`src/rtl/cht_pkg.sv`:
```
package cht_pkg;

   localparam int KEY_W          = 34;
   localparam int TAG_W          = 64;
   localparam int STATUS_W       = 3;
   localparam int SLOT_W         = 4;
   localparam int CMP_W          = 5;
   localparam int TABLE_SIZE_DEF = 16;

   localparam logic OP_INSERT = 1'b0;
   localparam logic OP_SEARCH = 1'b1;

   localparam logic [STATUS_W-1:0] ST_INSERTED  = 3'd0;
   localparam logic [STATUS_W-1:0] ST_FOUND     = 3'd1;
   localparam logic [STATUS_W-1:0] ST_NOT_FOUND = 3'd2;
   localparam logic [STATUS_W-1:0] ST_FULL      = 3'd3;
   localparam logic [STATUS_W-1:0] ST_ZERO_KEY  = 3'd4;

   typedef struct packed {
      logic             opcode;
      logic [KEY_W-1:0] key;
      logic [TAG_W-1:0] name_tag;
   } req_type;

   typedef struct packed {
      logic [STATUS_W-1:0] status;
      logic [SLOT_W-1:0]   slot;
      logic [CMP_W-1:0]    comparisons;
      logic [TAG_W-1:0]    found_tag;
   } rsp_type;

   // per-field write enables of the slot memory
   typedef struct packed {
      logic wr_key;
      logic wr_tag;
      logic wr_link;
   } mem_we_type;

endpackage

```
`src/rtl/cht_home.sv`:
```
// Remainder of a key by the table size, each step registered: per-group sums of the
// constant residues 2^i mod TABLE_SIZE of the set key bits, their total, then
// compare and subtract of shifted moduli until the total is below TABLE_SIZE.
module cht_home #(
   parameter int TABLE_SIZE = cht_pkg::TABLE_SIZE_DEF,
   localparam int IDX_W = $clog2(TABLE_SIZE)
) (
   input  logic                     clock,
   input  logic                     reset,
   input  logic                     start,
   input  logic [cht_pkg::KEY_W-1:0] value,
   output logic                     done,
   output logic [IDX_W-1:0]         rem
);
   import cht_pkg::*;

   localparam int GROUP_W   = 9;
   localparam int GROUPS    = (KEY_W + GROUP_W - 1) / GROUP_W;
   localparam int EXT_W     = GROUPS * GROUP_W;
   // a sum of fewer than 64 residues stays below 64 * TABLE_SIZE
   localparam int RED_STEPS = 6;
   localparam int SUM_W     = IDX_W + RED_STEPS;
   localparam logic [SUM_W-1:0] MODULUS = SUM_W'(TABLE_SIZE);

   typedef logic [EXT_W-1:0][IDX_W-1:0]  residue_type;
   typedef logic [GROUPS-1:0][SUM_W-1:0] part_type;

   function automatic residue_type bit_residues();
      residue_type r;
      longint      p;
      p = 1;
      for (int i = 0; i < EXT_W; i++) begin
         r[i] = IDX_W'(p);
         p    = (p * 2) % TABLE_SIZE;
      end
      return r;
   endfunction

   localparam residue_type RESIDUE = bit_residues();

   logic [EXT_W-1:0] value_ext;
   part_type         part_ff, part_in;
   logic [SUM_W-1:0] sum_ff, sum_in;
   logic [IDX_W-1:0] rem_ff, rem_in;
   logic             part_vld_ff;
   logic             sum_vld_ff;
   logic             done_ff;
   logic [SUM_W-1:0] red;

   always_comb begin
      value_ext = EXT_W'(value);

      part_in = '0;
      for (int g = 0; g < GROUPS; g++) begin
         for (int b = 0; b < GROUP_W; b++) begin
            if (value_ext[g * GROUP_W + b]) begin
               part_in[g] = part_in[g] + SUM_W'(RESIDUE[g * GROUP_W + b]);
            end
         end
      end

      sum_in = '0;
      for (int g = 0; g < GROUPS; g++) begin
         sum_in = sum_in + part_ff[g];
      end

      red = sum_ff;
      for (int j = RED_STEPS - 1; j >= 0; j--) begin
         if (red >= (MODULUS << j)) begin
            red = red - (MODULUS << j);
         end
      end

      rem_in = sum_vld_ff ? red[IDX_W-1:0] : rem_ff;
   end

   always_ff @(posedge clock) begin
      if (reset) begin
         part_vld_ff <= 1'b0;
         sum_vld_ff  <= 1'b0;
         done_ff     <= 1'b0;
      end else begin
         part_vld_ff <= start;
         sum_vld_ff  <= part_vld_ff;
         done_ff     <= sum_vld_ff;
      end
      part_ff <= part_in;
      sum_ff  <= sum_in;
      rem_ff  <= rem_in;
   end

   assign done = done_ff;
   assign rem  = rem_ff;

   a_no_restart : assert property (@(posedge clock) disable iff (reset)
      start |-> !(part_vld_ff || sum_vld_ff))
      else $error("remainder unit restarted while busy");

endmodule

```
`src/rtl/cht_mem.sv`:
```
// Single-port slot store: key, tag and link share one address, read-first,
// read data registered.
module cht_mem #(
   parameter int TABLE_SIZE = cht_pkg::TABLE_SIZE_DEF,
   localparam int IDX_W  = $clog2(TABLE_SIZE),
   localparam int LINK_W = $clog2(TABLE_SIZE + 1)
) (
   input  logic                      clock,
   input  logic [IDX_W-1:0]          addr,
   input  cht_pkg::mem_we_type       we,
   input  logic [cht_pkg::KEY_W-1:0] wkey,
   input  logic [cht_pkg::TAG_W-1:0] wtag,
   input  logic [LINK_W-1:0]         wlink,
   output logic [cht_pkg::KEY_W-1:0] rkey,
   output logic [cht_pkg::TAG_W-1:0] rtag,
   output logic [LINK_W-1:0]         rlink
);
   import cht_pkg::*;

   logic [KEY_W-1:0]  key_mem  [TABLE_SIZE];
   logic [TAG_W-1:0]  tag_mem  [TABLE_SIZE];
   logic [LINK_W-1:0] link_mem [TABLE_SIZE];

   logic [KEY_W-1:0]  rkey_ff;
   logic [TAG_W-1:0]  rtag_ff;
   logic [LINK_W-1:0] rlink_ff;

   always_ff @(posedge clock) begin
      if (we.wr_key) begin
         key_mem[addr] <= wkey;
      end
      if (we.wr_tag) begin
         tag_mem[addr] <= wtag;
      end
      if (we.wr_link) begin
         link_mem[addr] <= wlink;
      end
      rkey_ff  <= key_mem[addr];
      rtag_ff  <= tag_mem[addr];
      rlink_ff <= link_mem[addr];
   end

   assign rkey  = rkey_ff;
   assign rtag  = rtag_ff;
   assign rlink = rlink_ff;

endmodule

```
`src/rtl/cht_seq.sv`:
```
// Sequencer: walks chains, probes, evicts and searches through the slot store.
// Every state that uses read data has driven its address in the cycle before;
// no state reads an address in the cycle it is written.
module cht_seq #(
   parameter int TABLE_SIZE = cht_pkg::TABLE_SIZE_DEF,
   localparam int IDX_W  = $clog2(TABLE_SIZE),
   localparam int LINK_W = $clog2(TABLE_SIZE + 1)
) (
   input  logic                      clock,
   input  logic                      reset,
   input  logic                      replace_mode,
   input  logic                      req_valid,
   output logic                      req_stall,
   input  cht_pkg::req_type          req_data,
   output logic                      rsp_valid,
   input  logic                      rsp_stall,
   output cht_pkg::rsp_type          rsp_data,
   output logic [IDX_W-1:0]          mem_addr,
   output cht_pkg::mem_we_type       mem_we,
   output logic [cht_pkg::KEY_W-1:0] mem_wkey,
   output logic [cht_pkg::TAG_W-1:0] mem_wtag,
   output logic [LINK_W-1:0]         mem_wlink,
   input  logic [cht_pkg::KEY_W-1:0] mem_rkey,
   input  logic [cht_pkg::TAG_W-1:0] mem_rtag,
   input  logic [LINK_W-1:0]         mem_rlink,
   output logic                      mod_start,
   output logic [cht_pkg::KEY_W-1:0] mod_value,
   input  logic                      mod_done,
   input  logic [IDX_W-1:0]          mod_rem
);
   import cht_pkg::*;

   localparam int STEP_W = $clog2(TABLE_SIZE + 1);
   localparam int CNT_W  = $clog2(TABLE_SIZE + 2);

   localparam logic [LINK_W-1:0] NO_LINK   = LINK_W'(TABLE_SIZE);
   localparam logic [IDX_W-1:0]  LAST_SLOT = IDX_W'(TABLE_SIZE - 1);
   localparam logic [STEP_W-1:0] STEP_MAX  = STEP_W'(TABLE_SIZE);
   localparam logic [CNT_W-1:0]  CNT_MAX   = CNT_W'(TABLE_SIZE);

   localparam logic [3:0] S_CLEAR    = 4'd0;
   localparam logic [3:0] S_IDLE     = 4'd1;
   localparam logic [3:0] S_HOME     = 4'd2;
   localparam logic [3:0] S_SRCH     = 4'd3;
   localparam logic [3:0] S_INS_HOME = 4'd4;
   localparam logic [3:0] S_EV_HOME  = 4'd5;
   localparam logic [3:0] S_PRED     = 4'd6;
   localparam logic [3:0] S_PUT_EV   = 4'd7;
   localparam logic [3:0] S_CI_ADDR  = 4'd8;
   localparam logic [3:0] S_CI_HOME  = 4'd9;
   localparam logic [3:0] S_WALK     = 4'd10;
   localparam logic [3:0] S_PROBE    = 4'd11;
   localparam logic [3:0] S_LINK     = 4'd12;
   localparam logic [3:0] S_DONE     = 4'd13;

   logic [3:0]          state_ff, state_in;
   logic [IDX_W-1:0]    a_ff, a_in;
   logic [IDX_W-1:0]    end_ff, end_in;
   logic [IDX_W-1:0]    home_ff, home_in;
   logic [IDX_W-1:0]    ih_ff, ih_in;
   logic [STEP_W-1:0]   steps_ff, steps_in;
   logic [CNT_W-1:0]    cnt_ff, cnt_in;
   logic                op_ff, op_in;
   logic [KEY_W-1:0]    wk_ff, wk_in;
   logic [TAG_W-1:0]    wt_ff, wt_in;
   logic [KEY_W-1:0]    ek_ff, ek_in;
   logic [TAG_W-1:0]    et_ff, et_in;
   logic [LINK_W-1:0]   enext_ff, enext_in;
   logic                evict_ff, evict_in;
   logic [STEP_W-1:0]   fill_ff, fill_in;
   logic [STATUS_W-1:0] res_status_ff, res_status_in;
   logic [IDX_W-1:0]    res_slot_ff, res_slot_in;
   logic [CNT_W-1:0]    res_cmp_ff, res_cmp_in;
   logic [TAG_W-1:0]    res_tag_ff, res_tag_in;
   logic                rsp_valid_ff, rsp_valid_in;
   rsp_type             rsp_data_ff, rsp_data_in;
   logic [IDX_W-1:0]    a_wrap;
   logic                link_live;

   always_comb begin
      state_in      = state_ff;
      a_in          = a_ff;
      end_in        = end_ff;
      home_in       = home_ff;
      ih_in         = ih_ff;
      steps_in      = steps_ff;
      cnt_in        = cnt_ff;
      op_in         = op_ff;
      wk_in         = wk_ff;
      wt_in         = wt_ff;
      ek_in         = ek_ff;
      et_in         = et_ff;
      enext_in      = enext_ff;
      evict_in      = evict_ff;
      fill_in       = fill_ff;
      res_status_in = res_status_ff;
      res_slot_in   = res_slot_ff;
      res_cmp_in    = res_cmp_ff;
      res_tag_in    = res_tag_ff;
      rsp_valid_in  = rsp_valid_ff;
      rsp_data_in   = rsp_data_ff;

      mem_addr  = a_ff;
      mem_we    = '0;
      mem_wkey  = wk_ff;
      mem_wtag  = wt_ff;
      mem_wlink = NO_LINK;
      mod_start = 1'b0;
      mod_value = req_data.key;

      a_wrap    = (a_ff == LAST_SLOT) ? '0 : a_ff + IDX_W'(1);
      link_live = (mem_rlink < NO_LINK);

      if (rsp_valid_ff && !rsp_stall) begin
         rsp_valid_in = 1'b0;
      end

      case (state_ff)
         S_CLEAR: begin
            mem_we.wr_key  = 1'b1;
            mem_we.wr_link = 1'b1;
            mem_wkey       = '0;
            a_in           = a_wrap;
            if (a_ff == LAST_SLOT) begin
               state_in = S_IDLE;
            end
         end
         S_IDLE: begin
            res_slot_in = '0;
            res_cmp_in  = '0;
            res_tag_in  = '0;
            evict_in    = 1'b0;
            if (req_valid) begin
               op_in = req_data.opcode;
               wk_in = req_data.key;
               wt_in = req_data.name_tag;
               if (req_data.key == '0) begin
                  res_status_in = ST_ZERO_KEY;
                  state_in      = S_DONE;
               end else if (req_data.opcode == OP_INSERT && fill_ff == STEP_MAX) begin
                  res_status_in = ST_FULL;
                  state_in      = S_DONE;
               end else begin
                  mod_start = 1'b1;
                  state_in  = S_HOME;
               end
            end
         end
         S_HOME: begin
            mem_addr = mod_rem;
            if (mod_done) begin
               home_in = mod_rem;
               a_in    = mod_rem;
               cnt_in  = CNT_W'(1);
               state_in = (op_ff == OP_SEARCH) ? S_SRCH : S_INS_HOME;
            end
         end
         S_SRCH: begin
            if (mem_rkey == wk_ff) begin
               res_status_in = ST_FOUND;
               res_slot_in   = a_ff;
               res_cmp_in    = cnt_ff;
               res_tag_in    = mem_rtag;
               state_in      = S_DONE;
            end else if (link_live && cnt_ff <= CNT_MAX) begin
               a_in     = IDX_W'(mem_rlink);
               mem_addr = IDX_W'(mem_rlink);
               cnt_in   = cnt_ff + CNT_W'(1);
            end else begin
               res_status_in = ST_NOT_FOUND;
               res_cmp_in    = cnt_ff;
               state_in      = S_DONE;
            end
         end
         S_INS_HOME: begin
            if (mem_rkey == '0) begin
               mem_addr       = home_ff;
               mem_we         = '1;
               res_status_in  = ST_INSERTED;
               res_slot_in    = home_ff;
               fill_in        = fill_ff + STEP_W'(1);
               state_in       = S_DONE;
            end else if (replace_mode) begin
               // occupant's own home decides whether it is foreign
               ek_in     = mem_rkey;
               et_in     = mem_rtag;
               enext_in  = mem_rlink;
               mod_start = 1'b1;
               mod_value = mem_rkey;
               state_in  = S_EV_HOME;
            end else begin
               ih_in    = home_ff;
               state_in = S_CI_ADDR;
            end
         end
         S_EV_HOME: begin
            mem_addr = '0;
            if (mod_done) begin
               ih_in = (mod_rem == home_ff) ? home_ff : mod_rem;
               a_in  = '0;
               state_in = (mod_rem == home_ff) ? S_CI_ADDR : S_PRED;
            end
         end
         S_PRED: begin
            // find the slot linking to the evicted entry and bypass it
            if (a_ff != home_ff && mem_rlink == LINK_W'(home_ff)) begin
               mem_we.wr_link = 1'b1;
               mem_wlink      = enext_ff;
               state_in       = S_PUT_EV;
            end else if (a_ff == LAST_SLOT) begin
               state_in = S_PUT_EV;
            end else begin
               a_in     = a_wrap;
               mem_addr = a_wrap;
            end
         end
         S_PUT_EV: begin
            mem_addr = home_ff;
            mem_we   = '1;
            wk_in    = ek_ff;
            wt_in    = et_ff;
            evict_in = 1'b1;
            state_in = S_CI_ADDR;
         end
         S_CI_ADDR: begin
            mem_addr = ih_ff;
            state_in = S_CI_HOME;
         end
         S_CI_HOME: begin
            mem_addr = ih_ff;
            if (mem_rkey == '0) begin
               mem_we        = '1;
               res_status_in = ST_INSERTED;
               res_slot_in   = evict_ff ? home_ff : ih_ff;
               fill_in       = fill_ff + STEP_W'(1);
               state_in      = S_DONE;
            end else begin
               a_in     = ih_ff;
               steps_in = '0;
               state_in = S_WALK;
            end
         end
         S_WALK: begin
            if (link_live && steps_ff < STEP_MAX) begin
               a_in     = IDX_W'(mem_rlink);
               mem_addr = IDX_W'(mem_rlink);
               steps_in = steps_ff + STEP_W'(1);
            end else begin
               end_in   = a_ff;
               steps_in = '0;
               state_in = S_PROBE;
            end
         end
         S_PROBE: begin
            if (mem_rkey != '0 && steps_ff < STEP_MAX) begin
               a_in     = a_wrap;
               mem_addr = a_wrap;
               steps_in = steps_ff + STEP_W'(1);
            end else begin
               mem_we   = '1;
               state_in = S_LINK;
            end
         end
         S_LINK: begin
            mem_addr       = end_ff;
            mem_we.wr_link = 1'b1;
            mem_wlink      = LINK_W'(a_ff);
            res_status_in  = ST_INSERTED;
            res_slot_in    = evict_ff ? home_ff : a_ff;
            fill_in        = fill_ff + STEP_W'(1);
            state_in       = S_DONE;
         end
         S_DONE: begin
            if (!rsp_valid_ff || !rsp_stall) begin
               rsp_valid_in            = 1'b1;
               rsp_data_in.status      = res_status_ff;
               rsp_data_in.slot        = SLOT_W'(res_slot_ff);
               rsp_data_in.comparisons = CMP_W'(res_cmp_ff);
               rsp_data_in.found_tag   = res_tag_ff;
               state_in                = S_IDLE;
            end
         end
         default: begin
            state_in = S_IDLE;
         end
      endcase
   end

   always_ff @(posedge clock) begin
      if (reset) begin
         state_ff     <= S_CLEAR;
         a_ff         <= '0;
         steps_ff     <= '0;
         cnt_ff       <= '0;
         evict_ff     <= 1'b0;
         fill_ff      <= '0;
         rsp_valid_ff <= 1'b0;
      end else begin
         state_ff     <= state_in;
         a_ff         <= a_in;
         steps_ff     <= steps_in;
         cnt_ff       <= cnt_in;
         evict_ff     <= evict_in;
         fill_ff      <= fill_in;
         rsp_valid_ff <= rsp_valid_in;
      end
      end_ff        <= end_in;
      home_ff       <= home_in;
      ih_ff         <= ih_in;
      op_ff         <= op_in;
      wk_ff         <= wk_in;
      wt_ff         <= wt_in;
      ek_ff         <= ek_in;
      et_ff         <= et_in;
      enext_ff      <= enext_in;
      res_status_ff <= res_status_in;
      res_slot_ff   <= res_slot_in;
      res_cmp_ff    <= res_cmp_in;
      res_tag_ff    <= res_tag_in;
      rsp_data_ff   <= rsp_data_in;
   end

   assign req_stall = (state_ff != S_IDLE);
   assign rsp_valid = rsp_valid_ff;
   assign rsp_data  = rsp_data_ff;

   a_fill_bound : assert property (@(posedge clock) disable iff (reset)
      fill_ff <= STEP_MAX)
      else $error("occupancy count beyond table size");

   a_no_stray_write : assert property (@(posedge clock) disable iff (reset)
      (state_ff == S_IDLE || state_ff == S_DONE || state_ff == S_HOME ||
       state_ff == S_CI_ADDR) |-> !(mem_we.wr_key || mem_we.wr_tag || mem_we.wr_link))
      else $error("slot store written outside a write step");

   a_found_counted : assert property (@(posedge clock) disable iff (reset)
      (state_ff == S_DONE && res_status_ff == ST_FOUND) |->
      (res_cmp_ff != '0 && res_cmp_ff <= CNT_MAX + CNT_W'(1)))
      else $error("hit reported with bad comparison count");

   a_insert_room : assert property (@(posedge clock) disable iff (reset)
      (fill_in != fill_ff) |-> (fill_ff < STEP_MAX && state_in == S_DONE))
      else $error("insert completed into a full table");

endmodule

```
`src/rtl/coalesced_hash_table_core.sv`:
```
// Coalesced hash table of TABLE_SIZE slots held in one single-port store
// (key, tag, link per slot). One request at a time: req_stall is low only
// while the sequencer is idle. A request with key 0, or an insert into a
// full table, is answered without a remainder or a memory read. Any other
// request first works out its home slot in the remainder unit, then reads
// the store one slot at a time: a search follows the chain from the home
// slot and counts its comparisons; an insert writes a free home slot
// directly, or walks the links to the chain's end, probes past occupied
// slots and links the free slot it finds. In replace mode an occupied home
// slot first has the occupant's own home worked out; evicting a foreign
// occupant adds a scan for its predecessor and one write before it is
// re-chained. After reset the store is cleared slot by slot, during which
// req_stall stays high. The result waits in an output register, so the
// next request is taken while it is pending; a new result is held back
// until the previous one has been taken.
module coalesced_hash_table_core #(
   parameter int TABLE_SIZE = cht_pkg::TABLE_SIZE_DEF
) (
   input  logic             clock,
   input  logic             reset,
   input  logic             csr_we,
   input  logic             csr_wdata,
   input  logic             req_valid,
   output logic             req_stall,
   input  cht_pkg::req_type req_data,
   output logic             rsp_valid,
   input  logic             rsp_stall,
   output cht_pkg::rsp_type rsp_data
);
   import cht_pkg::*;

   localparam int IDX_W  = $clog2(TABLE_SIZE);
   localparam int LINK_W = $clog2(TABLE_SIZE + 1);

   logic              replace_mode_ff;
   logic [IDX_W-1:0]  mem_addr;
   mem_we_type        mem_we;
   logic [KEY_W-1:0]  mem_wkey;
   logic [TAG_W-1:0]  mem_wtag;
   logic [LINK_W-1:0] mem_wlink;
   logic [KEY_W-1:0]  mem_rkey;
   logic [TAG_W-1:0]  mem_rtag;
   logic [LINK_W-1:0] mem_rlink;
   logic              mod_start;
   logic [KEY_W-1:0]  mod_value;
   logic              mod_done;
   logic [IDX_W-1:0]  mod_rem;

   always_ff @(posedge clock) begin
      if (reset) begin
         replace_mode_ff <= 1'b0;
      end else if (csr_we) begin
         replace_mode_ff <= csr_wdata;
      end
   end

   cht_seq #(.TABLE_SIZE(TABLE_SIZE)) u_seq (
      .clock        (clock),
      .reset        (reset),
      .replace_mode (replace_mode_ff),
      .req_valid    (req_valid),
      .req_stall    (req_stall),
      .req_data     (req_data),
      .rsp_valid    (rsp_valid),
      .rsp_stall    (rsp_stall),
      .rsp_data     (rsp_data),
      .mem_addr     (mem_addr),
      .mem_we       (mem_we),
      .mem_wkey     (mem_wkey),
      .mem_wtag     (mem_wtag),
      .mem_wlink    (mem_wlink),
      .mem_rkey     (mem_rkey),
      .mem_rtag     (mem_rtag),
      .mem_rlink    (mem_rlink),
      .mod_start    (mod_start),
      .mod_value    (mod_value),
      .mod_done     (mod_done),
      .mod_rem      (mod_rem)
   );

   cht_mem #(.TABLE_SIZE(TABLE_SIZE)) u_mem (
      .clock (clock),
      .addr  (mem_addr),
      .we    (mem_we),
      .wkey  (mem_wkey),
      .wtag  (mem_wtag),
      .wlink (mem_wlink),
      .rkey  (mem_rkey),
      .rtag  (mem_rtag),
      .rlink (mem_rlink)
   );

   cht_home #(.TABLE_SIZE(TABLE_SIZE)) u_home (
      .clock (clock),
      .reset (reset),
      .start (mod_start),
      .value (mod_value),
      .done  (mod_done),
      .rem   (mod_rem)
   );

endmodule
```
`config.mk`:
```
export PLATFORM = sky130hd
export DESIGN_NAME = coalesced_hash_table_core
export DESIGN_NICKNAME = d
export VERILOG_FILES = /design/src/rtl/cht_pkg.sv /design/src/rtl/cht_home.sv /design/src/rtl/cht_mem.sv /design/src/rtl/cht_seq.sv /design/src/rtl/coalesced_hash_table_core.sv
export SDC_FILE = /design/constraint.sdc
export NUM_CORES = 2
export LEC_CHECK = 0
export BUFFER_PORTS_ARGS = -buffer_cell sky130_fd_sc_hd__buf_2
export CORE_MARGIN = 2
export CORE_UTILIZATION = 55
export DETAILED_ROUTE_END_ITERATION = 6
export GPL_ROUTABILITY_DRIVEN = 1
export PLACE_DENSITY = 0.71
export SYNTH_ARGS = -nofsm -noshare
export SYNTH_HDL_FRONTEND = slang
export SYNTH_SLANG_ARGS = --single-unit
```
`constraint.sdc`:
```
create_clock -name clock -period 7.45 [get_ports clock]
set_clock_uncertainty 0.1 [all_clocks]
set_input_delay 1.49 -clock clock [delete_from_list [all_inputs] [get_ports clock]]
set_output_delay 1.49 -clock clock [all_outputs]
set_load 0.01 [all_outputs]
```
==> results.yml <==
timing:
  finalSetupViolCount: 0
  slew_violations: 0
  period_minus_slack_ns: 6.026
  worst_slew_pin_slew_ns: 1.322
  final.period_utilization_pct: 80.88
  rsz0062_at_grt: "false"
  fmax_ghz: 0.1660
  relSlewSlack_pct: 11.66
  hold_viol_final: 0
  setup_tns_ns: 0
critical_path:
  path_class: "flip-flop to flip-flop"
  worstSetupEndpointType: "flip-flop"
  setup.worst_path.start: "u_seq.state_ff[0]$_SDFFE_PP0P_"
  cp.required_ns: 8.12
  timing.rr.start: "u_seq.state_ff[0]$_SDFFE_PP0P_"
  crit_path_start_kind: "flip-flop"
  arrival_ns: 6.70
  crit_path_max_fanout: 54
routing:
  viasPerCell: 6.463
  num_vias: 47390
  ant_nets: 0
  wl_per_cell_um: 27.57
  firstDrtPassIters: 6
  wirelength_mm: 202.1
  drc_errors: 0
  first_iter_violations: 5467
synth:
  ys.flop_type: "edfxtp_1"
  netlist_area_um2: 83330
  synth_top_area_cell: "edfxtp_1"
  synth_top_area_share_pct: 72.72
  ys_warn_count: 0
  yosysUniqueCellTypes: 74
  synth_area_leaders: "edfxtp_1, mux2i_1, a221oi_1, dfxtp_1, a2111oi_0"
  async_flop_share_pct: 0
  synth_seq_cells: 2158
  synth_edf_count: 2018
  syn_avg_cell_area_um2: 16.65
  synthesis.nets: 5116
  synthCells: 5004
  seq_area_frac_synth_pct: 76.08
floorplanning:
  core_um2: 150100
  fp.dieArea_um2: 154600
  die_h_um: 393.2
  initial_core_util_pct: 55.50
  row_count: 142
  num_io_pins: 183
  fp.dieW_um: 393.2
pwr:
  p_per_area_nw_per_um2: 436.8
  irDropWorstVdd_v: 0.0006769
  leakage_nw: 30.27
  power_mw: 40.88
layout:
  area_growth_pct: 12.32
  nFillCells: 10530
  final_cell_mix: "edfxtp_1, mux2i_1, a221oi_1, a21oi_1, nor2b_1"
  layout-drive-gt1-share_pct: 14.54
  final_util_pct: 62.34
  nets: 5243
  layout_commonest_cell: "edfxtp_1"
job:
  cap_violations: 0
clocking:
  ctsHoldBuffers: 0
  clock-root-buffer: "clkbuf_16"
  cts_sinks: 2158
  cts_resized: 0
  cts_setup_buffers: 0
  cts_buffer_depth: 3
  cts_buffers: 208
  path_clk_slew_ns: 0.07
  htree_levels: 4
  clock_latency_ns: 0.85
  cts_tree: "yes"
status:
  status: "finished clean"
worst_hold_path:
  hold_path_startpoint: "u_home.part_ff[0]$_DFF_P_"
  hold_class: "flip-flop to flip-flop"
grt:
  grt_first_pass_wirelength_mm: 299.4
  overflow: 0
  grt_pass1_vias: 45940
  antenna_found_initial: 5
  grt_max_degree: 184
  grt_usage_pct: 26.01
place:
  gp_congestion: 0.9131
  dp_hpwl_mm: 110.5
  io_buffers: 182
==> cell usage after synthesis (3+ instances only) <==
| cell type | instances |
|---|---|
| edfxtp_1 | 2018 |
| a221oi_1 | 415 |
| mux2i_1 | 415 |
| clkbuf_1 | 265 |
| a21oi_1 | 249 |
| nand2_1 | 245 |
| nor2b_1 | 245 |
| a2111oi_0 | 207 |
| dfxtp_1 | 140 |
| mux2_2 | 107 |
| nor2_1 | 105 |
| or4_1 | 105 |
| buf_2 | 91 |
| and2_1 | 70 |
| xor2_1 | 28 |
| xnor2_1 | 25 |
| nand3_1 | 24 |
| nor4_1 | 24 |
| o21ai_0 | 24 |
| nor3_1 | 20 |
| inv_1 | 18 |
| nand4_1 | 13 |
| a31oi_1 | 10 |
| buf_1 | 9 |
| buf_4 | 9 |
| nand2b_1 | 9 |
| o211ai_1 | 9 |
| ha_1 | 7 |
| a22oi_1 | 6 |
| or2_2 | 6 |
| a211oi_1 | 5 |
| a21o_1 | 5 |
| or3_1 | 5 |
| a311oi_1 | 4 |
| and3_1 | 4 |
| and4_1 | 4 |
| buf_6 | 4 |
| o221ai_1 | 4 |
| o22ai_1 | 4 |
| o21a_1 | 3 |
| o21bai_1 | 3 |
==> layout make-up <==
cell class | count | area [um^2] | share of cell area, %
clock inverter | 102 | 1022 | 1.092
multi-input combinational | 2449 | 18630 | 19.90
sequential | 2158 | 63400 | 67.74
clock buffer | 292 | 5782 | 6.178
antenna | 1 | 2.502 | 0.002674
tap | 2016 | 2522 | 2.695
inverter | 19 | 76.32 | 0.08155
timing repair buffer | 295 | 2160 | 2.307
==> path summary, 6_finish.rpt <==
check | end | slack, ns | cells after the start
setup / recovery | u_mem.rtag[29]$_DFF_P_ | 1.42 | 11
hold / removal | u_home.sum_ff[0]$_DFF_P_ | 0.22 | 0
setup reg to reg | u_mem.rtag[29]$_DFF_P_ | 1.42 | 11
hold reg to reg | u_home.sum_ff[0]$_DFF_P_ | 0.22 | 0
==> registers in the layout, summed over array words and instances, names as in the netlist, 64 cells and up <==
| name | flops |
|---|---|
| u_mem.key_mem | 544 |
| u_mem.link_mem | 80 |
| u_mem.rtag | 64 |
| u_mem.tag_mem | 1024 |
| u_seq.et_ff | 64 |
| u_seq.mem_wtag | 64 |
| u_seq.res_tag_ff | 64 |
| u_seq.rsp_data | 76 |
==> logic make-up (layout without fill, tap and decap cells) <==
logic type               after synthesis  in the layout  synth area share, %
AO/OA/AOI/OAI                        975            975                9.008
buffers and inverters                397            708                2.001
flip-flops                          2158           2158                76.08
multiplexers                         522            522                6.431
adder cells (fa/ha/maj)                7              7               0.1051
AND/OR/NAND/NOR                      892            892                5.814
XOR/XNOR                              53             53               0.5571
other                                  0              1                    0
==> per-layer routing <==
metal / wire length (um) / GRT usage [%] / vias to the layer above
met2: 92340 / 39.17 / 2379
met3: 20190 / 5.659 / 308
met5: 14 / 0 / -
met1: 85240 / 38.67 / 24240
li1: - / - / 20450
met4: 4343 / 6.897 / 2
==> power breakdown <==
| group | internal [mW] | switching [mW] |
|---|---|---|
| combinational | 4.30 | 9.70 |
| clock | 5.84 | 4.51 |
| sequential | 15.7 | 0.883 |
| total | 25.8 | 15.1 |
==> through the flow <==
step / cells / instance area, um^2 / worst slack, ns / hold WS (ns)
global placement: 6937 / 86790 / 1.643 / 0.2127
floorplan: 5004 / 83330 / 0.6682 / 0.2096
global route: 7331 / 93590 / 1.278 / 0.2389
CTS: 7331 / 93590 / 1.583 / 0.2257
finish: 7332 / 93590 / 1.424 / 0.2249
detailed placement: 6937 / 86790 / 1.621 / 0.2161
==> critical path, cell delays in order (launching register included) <==
cell and delay, ns:
dfxtp_1 1.02, nand4bb_1 0.42, o2bb2ai_1 0.16, a21oi_1 0.14
o221ai_1 0.18, nor4_2 0.79, a21o_4 0.64, buf_4 0.55
buf_4 0.68, a221oi_1 0.20, a2111oi_0 0.83, or4_1 0.20
Power figures use the tool's default switching activity.
